`src/hw/rtl/tsam_dim_pipe.sv`:
```
// ----------------------------------------------------------------------------
// tsam_dim_pipe
// one dimension of the mapping: bit-per-stage restoring divide of the
// remaining offset by the output stride, add begin, scale by input stride
// ----------------------------------------------------------------------------
module tsam_dim_pipe #(
    parameter int unsigned W = 24
) (
    input  logic          i_clk,
    input  logic          i_rst_n,
    input  logic          i_vld,
    input  logic [W-1:0]  i_rem,
    input  logic [W-1:0]  i_src,
    input  logic [W-1:0]  i_div,
    input  logic [W-1:0]  i_mul,
    input  logic [15:0]   i_begin,
    output logic          o_vld,
    output logic [W-1:0]  o_rem,
    output logic [W-1:0]  o_src
);

    // divide stages: w_a holds dividend bits shifting out and quotient bits in
    logic [W-1:0]   w_a [W+1];
    logic [W-1:0]   w_p [W+1];
    logic [W-1:0]   w_s [W+1];
    logic [W:0]     w_v;

    logic [W-1:0]   r_a [W];
    logic [W-1:0]   r_p [W];
    logic [W-1:0]   r_s [W];
    logic [W-1:0]   r_v;

    assign w_a[0] = i_rem;
    assign w_p[0] = '0;
    assign w_s[0] = i_src;
    assign w_v[0] = i_vld;

    for (genvar j = 0; j < W; j++) begin : g_div
        logic [W:0] w_t, w_d;
        logic       w_ge;

        assign w_t  = {w_p[j], w_a[j][W-1]};
        assign w_ge = (w_t >= {1'b0, i_div});
        assign w_d  = w_t - {1'b0, i_div};

        always_ff @(posedge i_clk) begin
            if (!i_rst_n) begin
                r_v[j] <= 1'b0;
            end else begin
                r_v[j] <= w_v[j];
            end
        end

        always_ff @(posedge i_clk) begin
            r_a[j] <= {w_a[j][W-2:0], w_ge};
            r_p[j] <= w_ge ? w_d[W-1:0] : w_t[W-1:0];
            r_s[j] <= w_s[j];
        end

        assign w_a[j+1] = r_a[j];
        assign w_p[j+1] = r_p[j];
        assign w_s[j+1] = r_s[j];
        assign w_v[j+1] = r_v[j];
    end

    // a zero stride gives coordinate zero; the remainder already passes whole
    logic [W-1:0]    w_q;
    logic [W-1:0]    r_coord, r_c_rem, r_c_src;
    logic            r_c_v;
    logic [2*W-1:0]  w_prod;
    logic [W-1:0]    r_prod, r_m_rem, r_m_src;
    logic            r_m_v;
    logic [W-1:0]    r_o_rem, r_o_src;
    logic            r_o_v;

    assign w_q    = (i_div == '0) ? '0 : w_a[W];
    assign w_prod = r_coord * i_mul;

    always_ff @(posedge i_clk) begin
        if (!i_rst_n) begin
            r_c_v <= 1'b0;
            r_m_v <= 1'b0;
            r_o_v <= 1'b0;
        end else begin
            r_c_v <= w_v[W];
            r_m_v <= r_c_v;
            r_o_v <= r_m_v;
        end
    end

    always_ff @(posedge i_clk) begin
        r_coord <= W'(32'(w_q) + 32'(i_begin));
        r_c_rem <= w_p[W];
        r_c_src <= w_s[W];
        r_prod  <= w_prod[W-1:0];
        r_m_rem <= r_c_rem;
        r_m_src <= r_c_src;
        r_o_src <= r_m_src + r_prod;
        r_o_rem <= r_m_rem;
    end

    assign o_vld = r_o_v;
    assign o_rem = r_o_rem;
    assign o_src = r_o_src;

endmodule

```
`config.mk`:
```
export PLATFORM = sky130hd
export DESIGN_NAME = tsam_dim_pipe
export DESIGN_NICKNAME = d
export VERILOG_FILES = /design/src/hw/rtl/tsam_dim_pipe.sv
export SDC_FILE = /design/constraint.sdc
export NUM_CORES = 2
export LEC_CHECK = 0
export ABC_AREA = 1
export BUFFER_PORTS_ARGS = -buffer_cell sky130_fd_sc_hd__buf_4
export CAP_MARGIN = 5
export CORE_ASPECT_RATIO = 0.75
export CORE_MARGIN = 5
export CORE_UTILIZATION = 48
export CTS_CLUSTER_DIAMETER = 60
export DETAILED_ROUTE_END_ITERATION = 8
export PLACE_DENSITY = 0.64
export SYNTH_ARGS = -nofsm -noshare
export SYNTH_HDL_FRONTEND = slang
export SYNTH_SLANG_ARGS = --single-unit
```
`constraint.sdc`:
```
create_clock -name i_clk -period 9.9 [get_ports i_clk]
set_clock_uncertainty 0.15 [all_clocks]
set_input_delay 1.98 -clock i_clk [delete_from_list [all_inputs] [get_ports i_clk]]
set_output_delay 1.98 -clock i_clk [all_outputs]
set_load 0.01 [all_outputs]
```
* Word level (Yosys, flattened, before mapping)
Memory sizes are Yosys's and may differ from the RTL's. A register that Yosys moved wholly into a read port is not among the register bits. Index checks and enable logic that the tools add are counted.
Word-level totals: register bits 171, memory bits (writable) 1728, logic and storage cells 113, memories 3
Memory list:
- r_a | depth 24, bits a word 24, rd ports 24, clocked after memory_dff 0, write ports 24, line 28 | logic [W-1:0] r_a [W];
- r_p | depth 24, bits a word 24, rd ports 24, clocked after memory_dff 1, write ports 24, line 29 | logic [W-1:0] r_p [W];
- r_s | depth 24, bits a word 24, rd ports 24, clocked after memory_dff 1, write ports 24, line 30 | logic [W-1:0] r_s [W];
Cells by class: add/sub/neg operators 26, $mul 1, $lt $le $gt $ge 24, muxes and demuxes 25, reductions and logical operators 1
Operators with widths (count):
- $mux 24 | 25
- $ge 25x24->1 | 23
- $sub 24x24->24 | 23
- $add 24x16->24 | 1
- $add 24x24->24 | 1
- $ge 1x24->1 | 1
- $logic_not 24->1 | 1
- $mul 24x24->24 | 1
- $sub 1x24->24 | 1

* Depth between registers and ports, before layout
depth in word-level cells 3, mapped depth 29, gate-level depth less buffers 27

* Least setup slack after synthesis
Ideal clock, no wire load.
kind input-to-reg, from input port i_mul[6], to register r_prod[23], setup time 0.112 ns, arrival 7.654 ns, data required time 9.638 ns, slack 1.984 ns, stages 27, cell sequence clkbuf_1 > clkbuf_1 > nand2_1 > inv_1 > fa_1 > fa_1 > inv_1 > fa_1 > inv_1 > fa_1 > inv_1 > fa_1 > inv_1 > fa_1 > inv_1 > fa_1 > inv_1 > ha_1 > a21oi_1 > o21ai_0 > nand2_1 > o211a_1 > nand3_1 > a21oi_1 > inv_1 > nand3_1 > nand2_1
On the way: longest elaborated chain between the ends 1
Ends and longest elaborated chain:
- start, declared | line 15 | input logic [W-1:0] i_mul,
- $mul 24x24->24 | line 77 | assign w_prod = r_coord * i_mul;
- via w_prod[23] | line 70 | logic [2*W-1:0] w_prod;
- end signal, assigned | line 95 | r_prod <= w_prod[W-1:0];
- end, declared | line 71 | logic [W-1:0] r_prod, r_m_rem, r_m_src;
The timed path passes the listed nets, and every way through them passes these cells. A chain may end at the register's enable or synchronous reset.

* Worst setup path after layout
from input port i_mul[5], to register r_prod[23]
Same word-level chain as after synthesis.

==> impl_results.md <==
- Setup violators final: 0
- Detailed route wirelength on metal3: around 17 mm
- Post-detailed-route via-to-cell ratio: 5.23
- Setup slack of the most critical reg-to-reg path: 3.16 ns
- Element type at the critical path start: input port
- Clock root cell: clkbuf_16
- Kind of capture point of the worst setup path: register
- Pins Over Slew Limit: 0
- Routed wirelength normalized by instance count: 18.5 µm
- Overall track demand over capacity in global routing: 24.6%
- Least-Margin Pin Slew: 1.19 ns
- Total die area: ~0.19 mm²
- Number of antenna violations at the first check in global routing: 12
- Status: completed
- Post-synthesis sequential element count: 1947
- Total count of hold-check failures in the final report: 0
- Worst min path class: register to register
- Placer Congestion: 0.933
- Number of clock sinks: 1947
- Initial Util: between 40% and 50%
- Leading cell types by total area after synthesis: dfxtp_1 45%, ha_1 9.7%, nand2_1 9.6%
- Mapped Area: about 0.087 mm²
- Number of detailed-route iterations in the first pass: 7
- Yosys cell types: 55
- Count of nets left with antenna violations after detail routing: 0
- Primary FF master, synth: dfxtp_1
- Total of fill cells in the finished design: 16600
- CTS hold repair buffers: 0
- Clock Latency Late Sink: 0.84 ns
- TritonCTS Buffers: 188
- Synth async-reset ratio: 0%
- Synth warn: 0
- Number of buffers on the longest clock path: 3
- Top-Level Pins: 164
- FF-to-FF Start: r_coord[6]$_DFF_P_
- Time the final worst path needs with I/O delays and setup: 7.28 ns
- Maximum number of pins on one net before global-route repair: 49
- Origin of the worst min-delay path: r_a[7][12]$_DFF_P_
- Number of global-route vias before repair: between 60000 and 70000
- Routed length on met2: 96.0 mm
- Sum of overflow across all layers after global routing: 0
- Achievable frequency: 137 MHz
- DRT met1 WL: 121 mm
- Quantity of gates resized following cts: 0
- Die Width: about 500 µm
- Buffers added on ports: 163
- Die height: roughly 380 µm
- Total number of H-tree levels: 4
- Number of enable flip-flop cells after synthesis: 0
- Footprint of the multi-input gates: 0.0427 mm²
- Area share of the largest cell type after synthesis: 44.9%
- Accumulated negative setup slack: 0 ns
- Launching element of the worst setup path: i_mul[5]
- Final period utilization: between 70% and 80%
- Post-synthesis sequential area ratio: 44.9%
- Total core area: 0.180 mm²
- Starting DRC count in detailed routing: between 5000 and 6000
- Max-cap violations: 0
- Worst path required time: 10.44 ns
- Cell type with the largest total area after synthesis: dfxtp_1
- Number of cell rows: 135
- Setup repair after global routing missed its margin: false
- Rel. slew slack: 20.9%
- Fraction of layout instances using a drive strength above 1: 6.27%
- Total area of sequential cells: 0.0390 mm²
- Vias: 67100
- Post-synthesis area per instance: 8.64 µm²
- Worst Setup Path Type: input port to register
- Top layer reached by signal wires: met4
- Clock tree from TritonCTS: yes
- Number of cells produced by synthesis: 10000
- Number of setup buffers added after CTS: 0
- Area growth from synthesis to layout: 11.9%
- Clock Pin Slew Worst Setup and Hold Paths: roughly 0.06 ns
- Number of nets produced by synthesis: 11100
- Maximum fanout encountered on the critical timing path: 20
- First-pass GRT wire length: 367 mm
- Worst Path Arrival: 7.82 ns
- Detailed-placement wirelength estimate: about 180 mm
- Final routed wirelength across all metal layers: 238 mm
- Net count, final: 11300
- Number of design rule violations left after detail routing: 0
## kinds of logic after synthesis
logic type	synth area share, %
xor gates and xnor gates	5.34
adders and majority gates	15.2
and+or+nand+nor	17.4
AOI/OAI and AO/OA	11.1
buffers and inverters	5.92
DFF	44.9
## synthesized netlist by cell type, types with 11 or more instances
| master | n |
|---|---|
| nor3_1 | 123 |
| dfxtp_1 | 1947 |
| xnor2_1 | 295 |
| a21o_1 | 101 |
| and2_1 | 11 |
| a31oi_1 | 47 |
| nor4_1 | 53 |
| nand3_2 | 22 |
| o21ai_0 | 573 |
| o211ai_1 | 15 |
| a21oi_1 | 737 |
| clkbuf_1 | 67 |
| o311ai_0 | 17 |
| xor2_1 | 234 |
| and3_1 | 11 |
| fa_1 | 238 |
| a221oi_1 | 19 |
| or2_2 | 21 |
| o21ai_1 | 58 |
| nand3_1 | 368 |
| inv_1 | 1124 |
| nand4_1 | 124 |
| nor2_1 | 627 |
| o21bai_1 | 37 |
| buf_2 | 63 |
| ha_1 | 676 |
| o21a_1 | 13 |
| buf_6 | 18 |
| nand2_1 | 2219 |
| a21oi_2 | 48 |
| nand3b_1 | 32 |
| a21boi_0 | 20 |
## per-stage QoR
step                      instance area [µm²]  setup slack (ns)  std cells  utilization, %  hold WS [ns]
after floorplan                         86800              1.98      10000               -         0.160
after global placement                  90500              1.83      12500            50.2         0.160
after detailed placement                90500              1.80      12500            50.2         0.162
after CTS                               97100              2.67      12800            53.9         0.110
after global routing                    97100              2.34      12800            53.9         0.130
final                                   97100              2.62      12800            53.9         0.119
## flip-flops by register name (all words and copies together), names as in the netlist
name,count
r_m_rem,24
r_s,576
r_prod,24
r_v,24
o_rem,24
r_m_v,1
r_c_v,1
r_coord,24
r_m_src,24
r_p,576
r_c_rem,24
r_a,576
o_src,24
r_c_src,24
o_vld,1
## critical path, cell delays in order
cell,delay (ns)
buf_4,0.19
nand2_1,0.10
inv_1,0.07
fa_1,0.54
inv_1,0.06
fa_1,0.51
fa_1,0.50
inv_1,0.05
fa_1,0.50
inv_1,0.05
fa_1,0.49
inv_1,0.06
fa_1,0.54
inv_1,0.06
fa_1,0.52
inv_1,0.04
ha_1,0.36
a21oi_1,0.28
o21ai_0,0.15
nand2_1,0.08
o211a_1,0.13
nand3_1,0.14
a21oi_1,0.21
inv_1,0.07
nand3_1,0.08
nand2_1,0.05
## layout by cell type, fill, tap and decap left out, types with 19 or more instances in the layout
master,Yosys,layout
o21ai_1,58,58
inv_1,1124,1123
bufinv_16,0,19
a21oi_2,48,48
xor2_1,234,234
a31oi_1,47,47
fa_1,238,238
nand3_2,22,22
xnor2_1,295,295
clkbuf_1,67,31
a21boi_0,20,20
nor3_1,123,122
buf_4,10,216
a21oi_1,737,737
dfxtp_1,1947,1947
nand4_1,124,124
nor4_1,53,53
a21o_1,101,101
or2_2,21,21
a221oi_1,19,19
ha_1,676,676
o21ai_0,573,573
nor2_1,627,627
nand2_1,2219,2219
clkbuf_16,0,188
nand3b_1,32,32
nand3_1,368,368
o21bai_1,37,37
## final cells by class
cell class | count | share of cell area, %
Antenna cell | 4 | 0.0103
Timing Repair Buffer | 216 | 1.67
Clock buffer | 236 | 5.20
Clock inverter | 102 | 1.60
Sequential cell | 1947 | 40.1
Multi-Input combinational cell | 6800 | 43.9
Tap cell | 2397 | 3.09
Inverter | 1134 | 4.38
## layer usage
| layer | up-vias | track usage (%) |
|---|---|---|
| li1 | 33400 | - |
| met1 | 31300 | 38.7 |
| met2 | 2104 | 35.4 |
| met3 | 306 | 3.81 |
| met4 | 0 | 4.97 |
| met5 | - | 0 |
## worst paths after layout
check                             to  cells after the start
setup reg to reg  r_prod[23]$_DFF_P_                     20
hold / removal    r_a[8][13]$_DFF_P_                      0
setup / recovery  r_prod[23]$_DFF_P_                     26
hold reg to reg   r_a[8][13]$_DFF_P_                      0
Power is left out: the tool's default activity adds up to more than one toggle a clock period on the data nets, which glitch-free logic cannot reach.
