`config.mk`:
```
export PLATFORM = sky130hd
export DESIGN_NAME = tsam_stride_seq
export DESIGN_NICKNAME = d
export VERILOG_FILES = /design/src/hw/rtl/tsam_pkg.sv /design/src/hw/rtl/tsam_stride_seq.sv
export SDC_FILE = /design/constraint.sdc
export NUM_CORES = 2
export LEC_CHECK = 0
export BUFFER_PORTS_ARGS = -buffer_cell sky130_fd_sc_hd__buf_4
export CAP_MARGIN = 10
export CORE_MARGIN = 3
export CORE_UTILIZATION = 45
export DETAILED_ROUTE_END_ITERATION = 6
export GPL_TIMING_DRIVEN = 0
export HOLD_SLACK_MARGIN = 0.05
export MAX_ROUTING_LAYER = met4
export PLACE_DENSITY_LB_ADDON = 0.2
export SYNTH_ARGS = -nofsm -noshare
export SYNTH_HDL_FRONTEND = slang
export SYNTH_SLANG_ARGS = --single-unit
```
`constraint.sdc`:
```
create_clock -name i_clk -period 7.23 [get_ports i_clk]
set_input_delay 0 -clock i_clk [delete_from_list [all_inputs] [get_ports i_clk]]
set_output_delay 0 -clock i_clk [all_outputs]
set_load 0.05 [all_outputs]
```
`src/hw/rtl/tsam_pkg.sv`:
```
// ----------------------------------------------------------------------------
// tsam_pkg
// shared types, register codes and field helpers for the slice address map
// ----------------------------------------------------------------------------
package tsam_pkg;

    localparam int unsigned OFFSET_BITS   = 24;
    localparam int unsigned FIELD_BITS    = 16;
    localparam int unsigned PACKED_FIELDS = 4;
    localparam int unsigned CFG_DATA_BITS = 64;
    localparam int unsigned NUM_DIMS_BITS = 3;

    // configuration register indexes
    typedef enum logic [1:0] {
        CFG_NUM_DIMS  = 2'd0,
        CFG_OUT_SHAPE = 2'd1,
        CFG_IN_SHAPE  = 2'd2,
        CFG_BEGIN     = 2'd3
    } t_cfg_reg;

    // stride sequencer states
    typedef enum logic [1:0] {
        SEQ_IDLE,
        SEQ_CLEAR,
        SEQ_RUN
    } t_seq_state;

    // sequencer status toward the top level
    typedef struct packed {
        logic busy;
        logic cfg_ready;
    } t_seq_stat;

    // extent or begin of one dimension; dimension 0 sits in the top bits
    function automatic logic [FIELD_BITS-1:0] f_field(
        input logic [CFG_DATA_BITS-1:0] pk,
        input int unsigned              d,
        input logic [FIELD_BITS-1:0]    beyond
    );
        logic [FIELD_BITS-1:0] res;
        if (d >= PACKED_FIELDS) begin
            res = beyond;
        end else begin
            res = pk[FIELD_BITS*(PACKED_FIELDS-1-d) +: FIELD_BITS];
        end
        return res;
    endfunction

endpackage

```
`src/hw/rtl/tsam_stride_seq.sv`:
```
// ----------------------------------------------------------------------------
// tsam_stride_seq
// rebuilds the row-major output and input strides after a register write,
// one dimension per cycle from the innermost one outward
// ----------------------------------------------------------------------------
module tsam_stride_seq #(
    parameter int unsigned MAX_DIMS = 4,
    parameter int unsigned W        = 24,
    parameter int unsigned CW       = 3
) (
    input  logic                                 i_clk,
    input  logic                                 i_rst_n,
    input  logic                                 i_kick,
    input  logic [CW-1:0]                        i_n_act,
    input  logic [tsam_pkg::CFG_DATA_BITS-1:0]   i_out_shape,
    input  logic [tsam_pkg::CFG_DATA_BITS-1:0]   i_in_shape,
    output logic [W-1:0]                         o_out_stride [MAX_DIMS],
    output logic [W-1:0]                         o_in_stride  [MAX_DIMS],
    output tsam_pkg::t_seq_stat                  o_stat
);
    import tsam_pkg::*;

    localparam int unsigned KW = (MAX_DIMS > 1) ? $clog2(MAX_DIMS) : 1;

    t_seq_state r_state, n_state;

    logic [CW-1:0]            r_cnt;
    logic [W-1:0]             r_so, r_si;
    logic [W-1:0]             r_out_st [MAX_DIMS];
    logic [W-1:0]             r_in_st  [MAX_DIMS];

    logic                     w_clear, w_step;
    logic [CW-1:0]            w_cnt_dec;
    logic [KW-1:0]            w_k;
    logic [FIELD_BITS-1:0]    w_ext_o, w_ext_i;
    logic [W+FIELD_BITS-1:0]  w_prod_o, w_prod_i;

    // next state
    always_comb begin
        n_state = r_state;
        unique case (r_state)
            SEQ_IDLE: begin
                if (i_kick) n_state = SEQ_CLEAR;
            end
            SEQ_CLEAR: begin
                n_state = SEQ_RUN;
            end
            SEQ_RUN: begin
                if (r_cnt <= CW'(1)) n_state = SEQ_IDLE;
            end
            default: begin
                n_state = SEQ_IDLE;
            end
        endcase
    end

    // state outputs
    always_comb begin
        o_stat.busy      = 1'b1;
        o_stat.cfg_ready = 1'b0;
        w_clear          = 1'b0;
        w_step           = 1'b0;
        unique case (r_state)
            SEQ_IDLE: begin
                o_stat.busy      = 1'b0;
                o_stat.cfg_ready = 1'b1;
            end
            SEQ_CLEAR: begin
                w_clear = 1'b1;
            end
            SEQ_RUN: begin
                w_step = (r_cnt != '0);
            end
            default: begin
                w_clear = 1'b0;
            end
        endcase
    end

    assign w_cnt_dec = r_cnt - 1'b1;
    assign w_k       = w_cnt_dec[KW-1:0];
    assign w_ext_o   = f_field(i_out_shape, 32'(w_k), FIELD_BITS'(1));
    assign w_ext_i   = f_field(i_in_shape,  32'(w_k), FIELD_BITS'(1));
    assign w_prod_o  = r_so * w_ext_o;
    assign w_prod_i  = r_si * w_ext_i;

    always_ff @(posedge i_clk) begin
        if (!i_rst_n) begin
            r_state <= SEQ_IDLE;
            r_cnt   <= '0;
            for (int d = 0; d < MAX_DIMS; d++) begin
                r_out_st[d] <= '0;
                r_in_st[d]  <= '0;
            end
        end else begin
            r_state <= n_state;
            if (w_clear) begin
                r_cnt <= i_n_act;
                for (int d = 0; d < MAX_DIMS; d++) begin
                    r_out_st[d] <= '0;
                    r_in_st[d]  <= '0;
                end
            end else if (w_step) begin
                r_cnt         <= w_cnt_dec;
                r_out_st[w_k] <= r_so;
                r_in_st[w_k]  <= r_si;
            end
        end
    end

    // running products, innermost stride is one
    always_ff @(posedge i_clk) begin
        if (w_clear) begin
            r_so <= W'(1);
            r_si <= W'(1);
        end else if (w_step) begin
            r_so <= w_prod_o[W-1:0];
            r_si <= w_prod_i[W-1:0];
        end
    end

    assign o_out_stride = r_out_st;
    assign o_in_stride  = r_in_st;

endmodule

```
# == Yosys cells after proc, flatten, opt, wreduce, memory -nomap -nowiden ==
# Cells that the tools add are included.
# word_totals
register_bits,245
inputBits,134
out_inout_bits,194
elab_cells,45
# classes
n_addsub,2
mul,2
n_lt_le_gt_ge,3
eq_ne,4
shifts,2
mux,12
bitwise_logic,2
n_reduce_logical,6
# ops
operator,n
$bwmux 96,2
$shiftx 64x33->16,2
$demux 24 s2,1
$mul 24x16->24,2
$mux 24,1
$mux 2,3
$mux 3,2
$pmux 2 s3,1
$ne 2x2->1 const B,2
$ge 3x3->1 const B,1
$le 3x1->1 const B,1
$lt 3x1->1 const B,1
$not 2->3,1
$reduce_bool 3->1,1
$sub 2x2->3 const A,1
$sub 3x1->3 const B,1
$eq 2x1->1 const B,1
$eq 2x2->1 const B,1
$logic_not 2->1,1
$mux 1,2
$reduce_and 2->1,1
$reduce_bool 2->1,1
$reduce_or 2->1,1
$logic_and 1x1->1,1
$not 1->1,1

# == Depth between registers and ports, before layout ==
# logic_depth
ltp_word,7
depth_mapped,28
mapped_depth_nobuf,25

# == Worst setup path after synthesis ==
# Ideal clock, no wire load.
# synth_timing
path_kind,reg-to-reg
from,register r_cnt[0]
to,register r_si[22]
setup_time_ns,0.062
t_arrival_ns,7.227
required_ns,7.168
slack_ns,-0.059
stages_incl_launch_ff,28
path_buffers,4
synth_period_minus_slack_ns,7.289
path_cell_list,dfxtp_1 > inv_2 > ha_1 > buf_2 > buf_2 > mux2i_1 > mux2_2 > clkbuf_1 > clkbuf_1 > nor2b_1 > fa_1 > inv_1 > fa_1 > fa_1 > inv_1 > fa_1 > fa_1 > inv_1 > fa_1 > inv_1 > ha_1 > a21oi_1 > o21ai_0 > a221oi_1 > a31oi_1 > o311a_1 > or3_1 > nand3_1
# synth_via
elab_chain_cells,4
word_cells_on_any_way,6
cone_classes,add/sub (2); mul (1); shift (1); mux (1); reduce/logical (1)
# synth_lines
item,line_no,text
"start, declared",tsam_stride_seq.sv:27,logic [CW-1:0] r_cnt;
"start signal, assigned",tsam_stride_seq.sv:98,r_cnt <= i_n_act;
"start signal, assigned",tsam_stride_seq.sv:104,r_cnt <= w_cnt_dec;
$sub 3x1->3,tsam_stride_seq.sv:80,assign w_cnt_dec = r_cnt - 1'b1;
$sub 2x2->3,tsam_pkg.sv:44,res = pk[FIELD_BITS*(PACKED_FIELDS-1-d) +: FIELD_BITS];
$shiftx 64x33->16,tsam_pkg.sv:44,
$mul 24x16->24,tsam_stride_seq.sv:85,assign w_prod_i = r_si * w_ext_i;
"end signal, assigned",tsam_stride_seq.sv:118,r_si <= w_prod_i[W-1:0];
"end, declared",tsam_stride_seq.sv:28,"logic [W-1:0] r_so, r_si;"
# Several ways; a longest one is shown, not always the timed one.
# A chain may end at the register's enable or synchronous reset.

# == Final worst setup path ==
# Ends and elaborated chain as after synthesis.

==> metrics.md <==
| Metric | Value |
|---|---|
| Status | completed |
| Initial Util | 0.456 |
| Tightest Pin Transition | 1.14 ns |
| Simple-Gate Fraction of Synth Area | 0.189 |
| Setup crit start kind | flop |
| Length in cells of the worst reg-to-reg path | 26 |
| Io pins | 328 |
| Min-Delay Path Class | input pin to flop |
| GPL Wtd Cong | 0.944 |
| Post-Syn Area | 24600 um2 |
| YS warnings | 0 |
| Crit Path Category | flop to flop |
| Die width | 240 um |
| Post-route worst setup slack | 0.0941 ns |
| Clock Latency Late Sink | 0.56 ns |
| Die Area | 57600 um2 |
| R2R setup slack | 0.09 ns |
| Maximum clock path buffer count | 3 |
| Detailed Place HPWL | 67700 um |
| Filler cells | 5014 |
| Most frequent cell after synthesis | nand2_1 |
| Ranking of synthesized cells by area | fa_1, dfxtp_1, nand2_1, inv_1, ha_1 |
| Via count | 21600 |
| Hold path depth | 6 |
| Achievable Freq | 140 MHz |
| WP data required | 7.67 ns |
| CP Data Arrival Time | 7.57 ns |
| Final period util | 0.987 |
| Synthesis-stage register bit count | 245 |
| Final WL | 88300 um |
| Share of layout cells above drive strength 1 | 0.167 |
| Final Power | 12600 uW |
| Die Height | 240 um |
| Critical-path maximum fanout | 8 |
| Peak VDD IR | 0.362 mV |
| Final setup violating endpoints | 0 |
| Pins Over Slew Limit | 0 |
| CTS tree | yes |
| Initial antenna violation count | 1 |
| Family with the most delay on the worst path | adder cells |
| Clock skew | 0.0116 ns |
| Synth Area in Compound Gates | 0.0741 |
| Layout area overhead | 22.3% |
| DR iter-0 viols | 1610 |
| Worst-path clk slew | 0.06 ns |
| Syn_nets | 3544 |
| Synth Instances | 2907 |
| Slowest stage delay, CP | 0.57 ns |
| Pin count of the biggest net entering global routing | 17 |
| Worst R2R Start | r_cnt[0] |
| Vias per cell | 5.35 |
| Leakage power | 0.0132 uW |
| Crit. End Element | flop |
| Post-synth EDFFs | 0 |
| Most common flop cell mapped by yosys | dfxtp_1 |
| RR Endpoint | r_si[22] |
| First-pass GRT wire length | 131000 um |
| Tot GR Track Use | 0.312 |
| Core Area | 54000 um2 |
| Final #Nets | 3964 |
| Minimum clock period | 7.14 ns |
| Synth top area share | 0.312 |
| Xor-xnor portion of the synthesized cell area | 0.0325 |
| First-pass iteration count of the detailed router | 6 |
| Pwr Density | 417 nW/um2 |
| CTS Buf Count | 27 |
| Asr flop ratio synth | 0 |
| Wire per inst | 21.9 um |
| Core Rows | 85 |
| Cell variety after synth | 56 |
| Final Hold Viols | 0 |
| CP max-delay cell | fa_2 |
| Max-Cap Viols | 0 |
| Worst slew margin | 0.240 |
| Clock Root Buffer | clkbuf_16 |
| IO buf count | 327 |
| Avg Cell Area, Syn | 8.47 um2 |
| Worst Hold Path EP | r_so[1] |
| Pre-CTS setup slack | -2.93 ns |
| ANT cells | 0 |
| Post-synthesis mux area share | 0.0306 |
| Hold_sp | i_out_shape[32] |
| CTS HTree Levels | 1 |
| Area leader, netlist | fa_1 |
| Largest family of logic cells by synthesized area | adder cells |
| Post-synth top cells | nand2_1, inv_1, fa_1, dfxtp_1, a21oi_1 |
| DRC | 0 |
| Grt ovf | 0 |
| Crit path buffers/inverters | 9 |
| Sequential-to-total area share from yosys stat | 0.199 |
| TritonCTS Sinks | 245 |
| DRT antenna net count | 0 |
| Post-synthesis adder-cell area fraction | 0.373 |
| RSZ-0062 raised after global routing | true |
| Vias in the first global route | 22200 |
## how the worst max path moves through the flow
stage,slack (ns),startpoint,to,depth (start not counted)
3_3_place_gp,-2.75,r_cnt[0],r_si[23],28
3_5_place_dp,-2.93,r_cnt[0],r_si[23],28
2_1_floorplan,0.02,r_cnt[0],r_si[22],27
4_1_cts,0.001,r_cnt[0],r_si[22],25
5_1_grt,-0.05,r_cnt[0],r_si[22],26
6_report,0.09,r_cnt[0],r_si[22],26
## metrics by stage
step / instance area (um2) / instances / setup TNS (ns) / util / hold slack [ns]
finish: 30100 / 4040 / 0 / 0.557 / 0.274
detailed placement: 28000 / 3930 / -57.17 / 0.517 / 0.295
floorplan: 24600 / 2907 / 0 / - / 0.142
global placement: 28000 / 3930 / -51.62 / 0.517 / 0.291
global route: 30100 / 4040 / -0.114 / 0.557 / 0.303
CTS: 29500 / 4000 / 0 / 0.545 / 0.263
## worst reg2reg max path: cells and delay by family, from the launching register on
kind                     cells  cell delay, ns
multiplexers                 1            0.46
flip-flops                   1            0.43
adder cells (fa/ha/maj)      8            3.61
buffers and inverters        9            1.00
AND/OR/NAND/NOR              6            0.98
AO/OA/AOI/OAI                2            0.53
## what timing repair did
action                                 in CTS  in global routing
endpoints found under the hold margin       5                  0
setup endpoints to repair                  34                 14
gates resized for setup                    92                 70
hold buffers                                6                  0
buffers inserted                           23                 44
pin swaps                                   8                 29
cloned                                      3                  2
## sequential cells by signal (all words and copies together) (netlist names)
name / cells
r_state: 2
r_si: 24
o_out_stride: 96
r_cnt: 3
r_so: 24
o_in_stride: 96
## cells by family after synthesis
kind of cell               count (synthesis)
and+or+nand+nor                         1043
buffers and inverters                    656
muxes                                     39
AOI/OAI and AO/OA                        332
xor gates and xnor gates                  89
adders and majority gates                503
DFF                                      245
## area by class of cell
type | instances | area (um2) | share of cell area
Timing Repair Buffer | 404 | 3160 | 0.105
Clock inverter | 14 | 180 | 0.00598
Tap cell | 696 | 871 | 0.0289
Multi-Input combinational cell | 2007 | 17600 | 0.584
Inverter | 461 | 1740 | 0.0579
Sequential cell | 245 | 4910 | 0.163
Clock buffer | 32 | 704 | 0.0234
Buffer | 181 | 952 | 0.0316
## power by group
part,switching (uW),internal (uW),total [uW],leakage [uW]
Sequential,109,1440,1540,0.00198
Clock,586,835,1420,0.000438
Combinational,5680,3910,9590,0.0108
## cell usage in the layout, fill, tap and decap left out, types with 7 or more instances in the layout
cell type  synthesis  routed
a21o_1            12      12
a21oi_1          222     217
and2_1           184     182
buf_1             12      11
buf_12             1       7
buf_4              3     393
clkbuf_1         172     146
clkbuf_16          0      32
clkinv_2           0       7
dfxtp_1          245     243
fa_1             384     380
ha_1             119     107
ha_4               0      11
inv_1            460     456
mux4_2            26      29
nand2_1          706     705
nand2b_1          15      15
nand3_1           51      51
nor2_1            18      17
nor2b_1           52      46
o21ai_0           48      42
o21ai_1            4       7
o21bai_1           7       7
xnor2_1           63      59
xor2_1            24      24
## routing by layer
| metal | wire, um | up-vias | global-route usage |
|---|---|---|---|
| li1 | - | 9634 | - |
| met1 | 35900 | 10700 | 0.409 |
| met2 | 40500 | 1048 | 0.499 |
| met3 | 8550 | 192 | 0.0482 |
| met4 | 3380 | 0 | 0.103 |
| met5 | 0 | - | - |
No activity file was read; power rests on OpenSTA's default activity.
